**config.mk**
```make
export PLATFORM = sky130hd
export DESIGN_NAME = frame_header_check_parser
export DESIGN_NICKNAME = d
export VERILOG_FILES = /design/src/rtl/fhcp_pkg.sv /design/src/rtl/frame_header_check_parser.sv
export SDC_FILE = /design/constraint.sdc
export NUM_CORES = 1
export LEC_CHECK = 0
export BUFFER_PORTS_ARGS = -buffer_cell sky130_fd_sc_hd__buf_2
export CORE_MARGIN = 4
export CORE_UTILIZATION = 25
export DETAILED_ROUTE_END_ITERATION = 12
export SLEW_MARGIN = 40
export SYNTH_ARGS = -nofsm -noshare
export SYNTH_HDL_FRONTEND = slang
export SYNTH_SLANG_ARGS = --single-unit
```
**constraint.sdc**
```tcl
create_clock -name clk_i -period 4.6 [get_ports clk_i]
set_input_delay 0.92 -clock clk_i [delete_from_list [all_inputs] [get_ports clk_i]]
set_output_delay 0.92 -clock clk_i [all_outputs]
set_load 0.1 [all_outputs]
```
**src/rtl/fhcp_pkg.sv**
```systemverilog
`default_nettype none

package fhcp_pkg;

  // Header framing and check constants.
  localparam logic [7:0]  BeginCode  = 8'hB8;
  localparam logic [15:0] YuvCode    = 16'h01A6;
  localparam logic [6:0]  CheckScale = 7'd100;

  // Fixed dividend offset: begin code squared.
  localparam logic [16:0] DividendBase = 17'(int'(BeginCode) * int'(BeginCode));

  // Header byte positions after the begin code.
  localparam logic [3:0] PhaseHunt = 4'd0;
  localparam logic [3:0] PhaseLast = 4'd10;

  // Datapath sizes of the divider.
  localparam int unsigned QuoWidth = 17;
  localparam int unsigned DivWidth = 18;
  localparam int unsigned CntWidth = $clog2(QuoWidth);

  // Result status codes.
  localparam logic [1:0] StatusMatch    = 2'd0;
  localparam logic [1:0] StatusMismatch = 2'd1;
  localparam logic [1:0] StatusZeroDiv  = 2'd2;

  // Packed widths of the stream payloads.
  localparam int unsigned InDataWidth  = 8;
  localparam int unsigned OutDataWidth = 72;

endpackage

`default_nettype wire

```
**src/rtl/frame_header_check_parser.sv**
```systemverilog
`default_nettype none

// Channel   Direction  Payload
// -------   ---------  ------------------------------------------------------------
// s_axis    in         tdata[7:0] data_byte; tuser datagram_start
// m_axis    out        tdata status, is_yuv, frame_width, frame_height,
//                      frame_number, received_check (low bit up), zero padded
//
// Header bytes are taken one per cycle while the parser is idle. The last header byte
// starts a restoring divider that retires one quotient bit per cycle, and then a scale
// and compare step follows, so a completed header keeps the input stalled until both end.
// A zero divisor skips the divider and its result is ready in the next cycle.
// Reset is asynchronous and active low; it returns the parser to the hunt.
// Bytes keep flowing while a result waits; only a last header byte is held until it goes.
module frame_header_check_parser (
  input  wire                                      clk_i,
  input  wire                                      rst_ni,
  input  wire                                      s_axis_tvalid_i,
  output logic                                     s_axis_tready_o,
  // Fields from bit 0: data_byte[7:0].
  input  wire  [fhcp_pkg::InDataWidth-1:0]         s_axis_tdata_i,
  // Fields from bit 0: datagram_start.
  input  wire                                      s_axis_tuser_i,
  output logic                                     m_axis_tvalid_o,
  input  wire                                      m_axis_tready_i,
  // Fields from bit 0: status[1:0], is_yuv[2], frame_width[18:3],
  // frame_height[34:19], frame_number[50:35], received_check[66:51], zeros.
  output logic [fhcp_pkg::OutDataWidth-1:0]        m_axis_tdata_o
);

  import fhcp_pkg::*;

  typedef enum logic [1:0] {
    ST_IDLE,
    ST_DIV,
    ST_MUL
  } state_e;

  state_e                 state_q;
  logic [3:0]             phase_q;
  logic [15:0]            enc_q;
  logic [15:0]            width_q;
  logic [15:0]            height_q;
  logic [15:0]            id_q;
  logic [7:0]             check_hi_q;
  logic [15:0]            check_q;

  // Divider registers: quotient shifts in while the dividend shifts out.
  logic [DivWidth-1:0]    div_q;
  logic                   neg_q;
  logic [DivWidth-1:0]    rem_q;
  logic [QuoWidth-1:0]    quo_q;
  logic [CntWidth-1:0]    cnt_q;

  // Result register.
  logic                   out_valid_q;
  logic [1:0]             out_status_q;
  logic                   out_yuv_q;
  logic [15:0]            out_width_q;
  logic [15:0]            out_height_q;
  logic [15:0]            out_id_q;
  logic [15:0]            out_check_q;

  logic                   in_fire;
  logic [3:0]             phase_eff;
  logic [7:0]             in_byte;
  logic [DivWidth-1:0]    triple_w;
  logic [DivWidth:0]      divisor_s;
  logic [DivWidth-1:0]    divisor_mag;
  logic [DivWidth:0]      shifted;
  logic                   ge;
  logic [DivWidth:0]      trial;
  logic [23:0]            prod;
  logic [15:0]            scaled;

  // A last header byte would need the result register, so hold it back while
  // a previous result is still waiting to be taken.
  assign s_axis_tready_o = (state_q == ST_IDLE) && !((phase_q == PhaseLast) && out_valid_q);
  assign in_fire         = s_axis_tvalid_i && s_axis_tready_o;
  assign in_byte         = s_axis_tdata_i;

  // Datagram start, or a phase outside the header, restarts the hunt.
  assign phase_eff = (s_axis_tuser_i || (phase_q > PhaseLast)) ? PhaseHunt : phase_q;

  // Divisor 3*width - height as a signed value, then its magnitude.
  always_comb begin
    triple_w    = {1'b0, width_q, 1'b0} + {2'b00, width_q};
    divisor_s   = {1'b0, triple_w} - {3'b000, height_q};
    divisor_mag = divisor_s[DivWidth] ? DivWidth'(-divisor_s) : divisor_s[DivWidth-1:0];
  end

  // One restoring step of the subtract and compare unit.
  always_comb begin
    shifted = {rem_q, quo_q[QuoWidth-1]};
    trial   = shifted - {1'b0, div_q};
    ge      = shifted >= {1'b0, div_q};
  end

  // Scale the quotient; only the low 16 bits matter, so the sign is applied there.
  always_comb begin
    prod   = {7'd0, quo_q} * {17'd0, CheckScale};
    scaled = neg_q ? 16'(-prod[15:0]) : prod[15:0];
  end

  always_ff @(posedge clk_i or negedge rst_ni) begin
    if (!rst_ni) begin
      state_q      <= ST_IDLE;
      phase_q      <= PhaseHunt;
      enc_q        <= '0;
      width_q      <= '0;
      height_q     <= '0;
      id_q         <= '0;
      check_hi_q   <= '0;
      check_q      <= '0;
      div_q        <= '0;
      neg_q        <= 1'b0;
      rem_q        <= '0;
      quo_q        <= '0;
      cnt_q        <= '0;
      out_valid_q  <= 1'b0;
      out_status_q <= StatusMatch;
      out_yuv_q    <= 1'b0;
      out_width_q  <= '0;
      out_height_q <= '0;
      out_id_q     <= '0;
      out_check_q  <= '0;
    end else begin
      // A new result is only loaded while the register is empty.
      if (out_valid_q && m_axis_tready_i) begin
        out_valid_q <= 1'b0;
      end
      unique case (state_q)
        ST_IDLE: begin
          if (in_fire) begin
            if ((phase_eff != PhaseHunt) && (phase_eff < PhaseLast)) begin
              phase_q <= phase_eff + 4'd1;
            end
            unique case (phase_eff)
              4'd0: begin
                phase_q <= (in_byte == BeginCode) ? 4'd1 : PhaseHunt;
              end
              4'd1: enc_q      <= {in_byte, 8'h00};
              4'd2: enc_q      <= {enc_q[15:8], in_byte};
              4'd3: width_q    <= {in_byte, 8'h00};
              4'd4: width_q    <= {width_q[15:8], in_byte};
              4'd5: height_q   <= {in_byte, 8'h00};
              4'd6: height_q   <= {height_q[15:8], in_byte};
              4'd7: id_q       <= {in_byte, 8'h00};
              4'd8: id_q       <= {id_q[15:8], in_byte};
              4'd9: check_hi_q <= in_byte;
              default: begin
                // Last header byte: the words are complete, start the check.
                phase_q <= PhaseHunt;
                check_q <= {check_hi_q, in_byte};
                if (divisor_mag == '0) begin
                  out_valid_q  <= 1'b1;
                  out_status_q <= StatusZeroDiv;
                  out_yuv_q    <= (enc_q == YuvCode);
                  out_width_q  <= width_q;
                  out_height_q <= height_q;
                  out_id_q     <= id_q;
                  out_check_q  <= {check_hi_q, in_byte};
                end else begin
                  div_q   <= divisor_mag;
                  neg_q   <= divisor_s[DivWidth];
                  rem_q   <= '0;
                  quo_q   <= DividendBase + {1'b0, enc_q};
                  cnt_q   <= CntWidth'(QuoWidth - 1);
                  state_q <= ST_DIV;
                end
              end
            endcase
          end
        end
        ST_DIV: begin
          rem_q <= ge ? trial[DivWidth-1:0] : shifted[DivWidth-1:0];
          quo_q <= {quo_q[QuoWidth-2:0], ge};
          cnt_q <= cnt_q - 1'b1;
          if (cnt_q == '0) begin
            state_q <= ST_MUL;
          end
        end
        ST_MUL: begin
          out_valid_q  <= 1'b1;
          out_status_q <= (scaled == check_q) ? StatusMatch : StatusMismatch;
          out_yuv_q    <= (enc_q == YuvCode);
          out_width_q  <= width_q;
          out_height_q <= height_q;
          out_id_q     <= id_q;
          out_check_q  <= check_q;
          state_q      <= ST_IDLE;
        end
        default: state_q <= ST_IDLE;
      endcase
    end
  end

  assign m_axis_tvalid_o = out_valid_q;
  assign m_axis_tdata_o  = {5'd0, out_check_q, out_id_q, out_height_q, out_width_q,
                            out_yuv_q, out_status_q};

endmodule

`default_nettype wire
```
==> results.py, run 1 <==
metrics = {
    "status": {
        "outcome": "finished with violations",
        "violations": "setup timing",
    },
    "min_path": {
        "hold_class": "in -> async",
    },
    "worst_setup_path": {
        "cp_max_fo": 9,
        "crit_type": "reg -> reg",
        "endpoint_kind": "flop",
        "crit_arrival_ns": 5.36,
        "start_kind": "flop",
        "cp.required_ns": 5.02,
    },
    "clock_network": {
        "cts_max_level": 1,
        "cts_tree": "done",
        "clock_path_buffers": 3,
        "insertion_delay_ns": 0.54,
        "cts.sinks": 221,
        "cts_hold_buf": 0,
        "numCtsBuffers": 24,
        "clkSlewWorstSetupHoldPaths_ns": 0.06,
        "clockRootBuffer": "clkbuf_16",
    },
    "finish": {
        "num-fill-cells": 5543,
        "drive_gt1_frac": 0.254,
        "nNetsFinal": 1707,
        "layout_commonest_cell": "dfrtp_1",
        "antenna_cells": 0,
        "final_util": 0.317,
        "syn_to_final_growth_pct": 25.1,
        "final_cell_mix": "221 x dfrtp_1, 124 x inv_1, 124 x nand2_1",
    },
    "synth": {
        "ys_seq_elements": 221,
        "ys_warn_count": 0,
        "syn_area_um2": 13700,
        "syn_inst": 1426,
        "ys_top_cells_by_area": "dfrtp_1 40%, mux2_2 7.2%, ha_1 6.8%",
        "yosysSeqAreaShare": 0.404,
        "synth_flop_cell": "dfrtp_1",
        "synth_area_per_cell_um2": 9.61,
        "synth_async_sr_flop_share": 1.00,
        "yosys.area.top_type": "dfrtp_1",
        "synthDistinctLibCells": 79,
        "synth_enable_flop_cells": 0,
        "yosysTopAreaCellShare": 0.404,
    },
    "sta": {
        "fin_ws_ns": -0.339,
        "finalCritPeriodShare": 1.07,
        "slew_headroom": 0.535,
        "hold_viol_final": 0,
        "skew_ns": 0.0168,
        "tns_ns": -24.45,
        "rsz0062_at_grt": "true",
        "fmax_mhz": 202,
        "fin_crit_ns": 4.94,
        "setup_viol": 124,
        "drv_slew": 0,
        "tightest_slew_ns": 0.698,
        "holdWs_ns": 0.279,
    },
    "routing": {
        "wl_um": 35800,
        "dr.pass1.iters": 5,
        "num_vias": 11020,
        "ant_nets": 0,
        "drc": 0,
        "drt_iter0_drc": 586,
        "vias_per_cell": 4.78,
        "wl_per_cell_um": 15.5,
    },
    "place": {
        "dp_hpwl_um": 25400,
        "pre_cts_ws_ns": -0.278,
        "place.gp.congestion": 0.858,
        "port_buffers": 81,
    },
    "die": {
        "die_y_um": 242,
        "coreArea_um2": 54000,
        "io_pins": 87,
        "dieArea_um2": 58600,
        "core.rowCount": 85,
        "die_w_um": 242,
        "start_util": 0.254,
    },
    "power": {
        "p_per_area_nw_per_um2": 703,
        "total_leakage_power_nw": 8.24,
        "power_mw": 12.0,
        "ir_drop_v": 0.000522,
    },
    "global_route": {
        "grt_pass1_wl_um": 58700,
        "grt_pass1_vias": 11073,
        "antenna_found_initial": 0,
        "grt_max_degree": 73,
        "grt_usage": 0.118,
        "grt.overflow.total": 0,
    },
    "job": {
        "cap_violations": 0,
    },
}
-- final cells by class --
type / instances / area, um2 / share of cell area
Multi-Input combinational cell: 1001 / 7740 / 0.452
Tap cell: 696 / 871 / 0.0508
Timing Repair Buffer: 219 / 1730 / 0.101
Clock inverter: 13 / 143 / 0.00833
Clock buffer: 30 / 643 / 0.0375
Sequential cell: 221 / 5530 / 0.323
Inverter: 127 / 477 / 0.0278
-- cell families (layout without fill, tap and decap cells) --
family | count (synthesis) | count (layout) | synth area share
other | 1 | 5 | 0.000274
XOR/XNOR | 82 | 82 | 0.0524
flip-flops | 221 | 221 | 0.404
adder cells (fa/ha/maj) | 100 | 100 | 0.105
buffers and inverters | 208 | 389 | 0.0627
multiplexers | 102 | 102 | 0.0827
AO/OA/AOI/OAI | 353 | 353 | 0.166
AND/OR/NAND/NOR | 359 | 359 | 0.128
-- worst max-delay path: stages, from the launching register on --
cell and delay, ns:
dfrtp_1 0.40, fa_1 0.55, inv_2 0.05, ha_4 0.16
fa_2 0.41, a21oi_4 0.20, o22ai_2 0.09, a221o_1 0.36
or2_1 0.25, or4b_4 0.52, o31ai_4 0.26, xnor2_2 0.13
nor4_4 0.37, nand4_4 0.17, o21ai_4 0.20, buf_12 0.18
clkbuf_16 0.18, mux2_2 0.33
-- final timing paths --
check	from	endpoint	slack, ns	cells past startpoint
max in group asynchronous	rst_ni	enc_q[15]$_DFFE_PN0P_	3.30	3
max	height_q[1]$_DFFE_PN0P_	out_height_q[1]$_DFFE_PN0P_	-0.34	17
min in group clk_i	out_status_q[1]$_DFFE_PN0P_	out_status_q[1]$_DFFE_PN0P_	0.49	1
min reg2reg	out_status_q[1]$_DFFE_PN0P_	out_status_q[1]$_DFFE_PN0P_	0.49	1
max reg2reg	height_q[1]$_DFFE_PN0P_	out_height_q[1]$_DFFE_PN0P_	-0.34	17
min	rst_ni	out_check_q[13]$_DFFE_PN0P_	0.28	1
-- synthesized netlist by cell type, drive strengths merged (24+ instances only) --
cell type and number:
fa 25, o21ai 117, a31oi 31, ha 75
nor2 65, dfrtp 221, a21oi 60, xor2 34
a22o 32, nor3 24, nand2 124, inv 127
nand3 47, xnor2 48, mux2 89, clkbuf 58
-- power breakdown --
part           switching, mW  internal [mW]  total [mW]  leakage, nW
clock                  0.815           1.11        1.93        0.388
sequential             0.335           2.32        2.65         2.92
combinational           4.18           3.29        7.46         4.94
-- flip-flops by register name, indices dropped and copies added, names as in the netlist --
register / flops
out_yuv_q: 1
neg_q: 1
check_q: 16
width_q: 16
check_hi_q: 8
id_q: 16
out_width_q: 16
cnt_q: 5
out_status_q: 2
div_q: 18
enc_q: 16
state_q: 2
m_axis_tvalid_o: 1
height_q: 16
out_id_q: 16
rem_q: 18
out_check_q: 16
quo_q: 17
out_height_q: 16
phase_q: 4
-- per-layer routing --
metal | vias up | wire length [um] | track usage
met4 | 0 | 640 | 0.0282
met2 | 249 | 17000 | 0.197
li1 | 5334 | - | -
met3 | 39 | 1540 | 0.0166
met1 | 5398 | 16600 | 0.161
met5 | - | 0 | 0
-- stage by stage --
stage	cells	instance area [um2]
after global placement	2238	15500
after detailed placement	2239	15600
after global routing	2307	17100
after CTS	2295	16600
after floorplan	1430	13700
final	2307	17100
-- repair_timing --
item	in CTS	in global routing
endpoints found under the setup margin	124	128
cloned	3	7
gates resized for setup	36	95
buffers inserted	10	8
pin swaps	5	27
(Power assumes the default switching activity.)
==> inputs of run 2 (changes only) <==
==> constraint.sdc (replaced) <==
create_clock -name clk_i -period 4.6 [get_ports clk_i]
set_input_delay 0 -clock clk_i [delete_from_list [all_inputs] [get_ports clk_i]]
set_output_delay 0 -clock clk_i [all_outputs]
set_load 0.1 [all_outputs]
==> results.py, run 2 (synthesis results as in run 1) <==
metrics = {
    "worst_setup_path": {
        "path_delay_family": "simple AND/OR/NAND/NOR gates",
        "slowest_stage": "fa_1",
        "crit_arrival_ns": 5.19,
        "rrSetupSlack_ns": -0.17,
        "cp.required_ns": 5.02,
        "crit_type": "reg -> reg",
        "crit_top_cell": "buf_4",
        "endpoint_kind": "flop",
        "worstReg2RegStart": "width_q[0]$_DFFE_PN0P_",
        "rr_worst_depth": 20,
        "start_kind": "flop",
        "path_cells": "inv_2 -> fa_1 -> inv_1 -> ha_2 -> fa_2 -> buf_4 -> xnor2_2 -> and2_1 -> o21ai_0 -> or3_4 -> nor3_2 -> nand4_1 -> a21o_1 -> a32oi_1 -> buf_4 -> nand4_4 -> o21ai_4 -> buf_6 -> clkbuf_16 -> mux2_4",
        "cpPeakStageDelay_ns": 0.54,
        "path_depth": 20,
        "timing.critical_path.buf_inv": 6,
        "timing.rr.end": "out_height_q[3]$_DFFE_PN0P_",
        "cp_max_fo": 5,
    },
    "clock_network": {
        "cts.sinks": 221,
        "clockRootBuffer": "clkbuf_16",
        "cts_max_level": 1,
        "insertion_delay_ns": 0.55,
        "clkSlewWorstSetupHoldPaths_ns": 0.06,
        "numCtsBuffers": 25,
        "clock_path_buffers": 3,
        "cts_tree": "done",
    },
    "finish": {
        "syn_to_final_growth_pct": 25.9,
        "final_cell_mix": "221 x dfrtp_1, 125 x inv_1, 124 x nand2_1",
        "nNetsFinal": 1719,
        "instances_no_fill": 2321,
        "layout_commonest_cell": "dfrtp_1",
        "drive_gt1_frac": 0.244,
        "top_regs": "div_q (18), rem_q (18), quo_q (17)",
        "num-fill-cells": 5515,
        "final_util": 0.319,
    },
    "sta": {
        "rsz0062_at_grt": "true",
        "setup_viol": 90,
        "skew_ns": 0.0301,
        "tightest_slew_ns": 0.652,
        "slew_headroom": 0.562,
        "drv_slew": 0,
        "fin_crit_ns": 4.77,
        "fin_ws_ns": -0.166,
        "finalCritPeriodShare": 1.04,
        "fmax_mhz": 210,
        "hold_viol_final": 0,
    },
    "routing": {
        "drt_iter0_drc": 578,
        "ant_nets": 0,
        "vias_per_cell": 4.73,
        "wl_um": 36100,
        "num_vias": 10989,
        "wl_per_cell_um": 15.5,
        "dr.pass1.iters": 7,
        "drc": 0,
    },
    "power": {
        "ir_drop_v": 0.000539,
        "p_per_area_nw_per_um2": 688,
        "total_leakage_power_nw": 8.33,
        "power_mw": 11.9,
    },
    "place": {
        "place.gp.congestion": 0.858,
        "place_inst": 2238,
        "dp_hpwl_um": 25000,
        "port_buffers": 81,
    },
    "status": {
        "violations": "setup timing",
        "outcome": "finished with violations",
    },
    "global_route": {
        "grt_pass1_wl_um": 57600,
        "grt_pass1_vias": 11067,
        "antenna_found_initial": 1,
        "grt_max_degree": 116,
        "grt_usage": 0.115,
        "grt.overflow.total": 0,
    },
    "job": {
        "cap_violations": 0,
    },
    "die": {
        "io_pins": 87,
        "core.rowCount": 85,
        "die_w_um": 242,
        "coreArea_um2": 54000,
        "die_y_um": 242,
        "start_util": 0.254,
        "dieArea_um2": 58600,
    },
    "min_path": {
        "hold_class": "in -> async",
    },
}
run 2: cell count changes in the layout (fill, tap and decap cells not counted), moves of 3 or more:
cell	before	now
clkbuf_8	2	5
buf_4	117	114
o21ai_2	9	1
o21ai_1	23	26
nand3_1	34	45
o21ai_0	84	89
nand3_2	13	2
a31oi_1	27	30
nor3_2	1	4
mux2_4	40	37
dlygate4sd3_1	0	12
nor3_1	23	20
clkbuf_16	29	32
run 2: final cells by class:
class | count | area, um2 | area share
Antenna cell | 1 | 2.50 | 0.000145
Clock buffer | 35 | 713 | 0.0413
Clock inverter | 10 | 95.1 | 0.00551
Inverter | 127 | 477 | 0.0276
Multi-Input combinational cell | 1001 | 7680 | 0.445
Sequential cell | 221 | 5530 | 0.321
Tap cell | 696 | 871 | 0.0505
Timing Repair Buffer | 230 | 1880 | 0.109
run 2: routing by layer:
layer / share of wire / track usage
met3: 0.039 / 0.0156
met1: 0.47 / 0.160
met2: 0.47 / 0.190
met5: 0 / 0
met4: 0.019 / 0.0273
run 2: stage by stage:
| stage | setup WS, ns | instance area, um2 | setup TNS [ns] | hold slack [ns] |
|---|---|---|---|---|
| 2_1_floorplan | -0.111 | 13700 | -5.37 | -0.296 |
| 3_3_place_gp | -0.180 | 15500 | -10.14 | 0.122 |
| 3_5_place_dp | -0.303 | 15600 | -21.97 | -0.0907 |
| 4_1_cts | -0.307 | 16700 | -18.60 | 0.0403 |
| 5_1_grt | -0.379 | 17300 | -36.14 | 0.0845 |
| 6_report | -0.166 | 17300 | -10.36 | 0.0386 |
run 2: how the worst max path moves through the flow:
stage               slack [ns]                           to                    from
finish                   -0.17  out_height_q[3]$_DFFE_PN0P_  width_q[0]$_DFFE_PN0P_
global route             -0.38  out_width_q[13]$_DFFE_PN0P_  width_q[0]$_DFFE_PN0P_
CTS                      -0.31   out_width_q[7]$_DFFE_PN0P_  width_q[1]$_DFFE_PN0P_
detailed placement       -0.30  out_width_q[11]$_DFFE_PN0P_  width_q[1]$_DFFE_PN0P_
global placement         -0.18  out_width_q[15]$_DFFE_PN0P_  width_q[0]$_DFFE_PN0P_
floorplan                -0.11      out_id_q[0]$_DFFE_PN0P_  width_q[0]$_DFFE_PN0P_
run 2: power breakdown:
part | internal, mW | leakage [nW] | switching [mW]
clock network | 1.14 | 0.398 | 0.816
logic | 3.18 | 5.01 | 4.07
registers | 2.32 | 2.92 | 0.330
total | 6.65 | 8.33 | 5.22
run 2: what timing repair did:
item                                    in CTS  in global routing
hold buffers                                13                  0
pin swaps                                    3                 16
gates cloned                                 2                 10
hold endpoints to repair                   269                  0
gates resized for setup                     24                 76
setup buffers                                5                  7
endpoints found under the setup margin     126                128
run 2: worst min-delay path, cell delays in order:
cell	delay, ns
dlygate4sd3_1	0.56
buf_8	0.16
buf_12	0.23
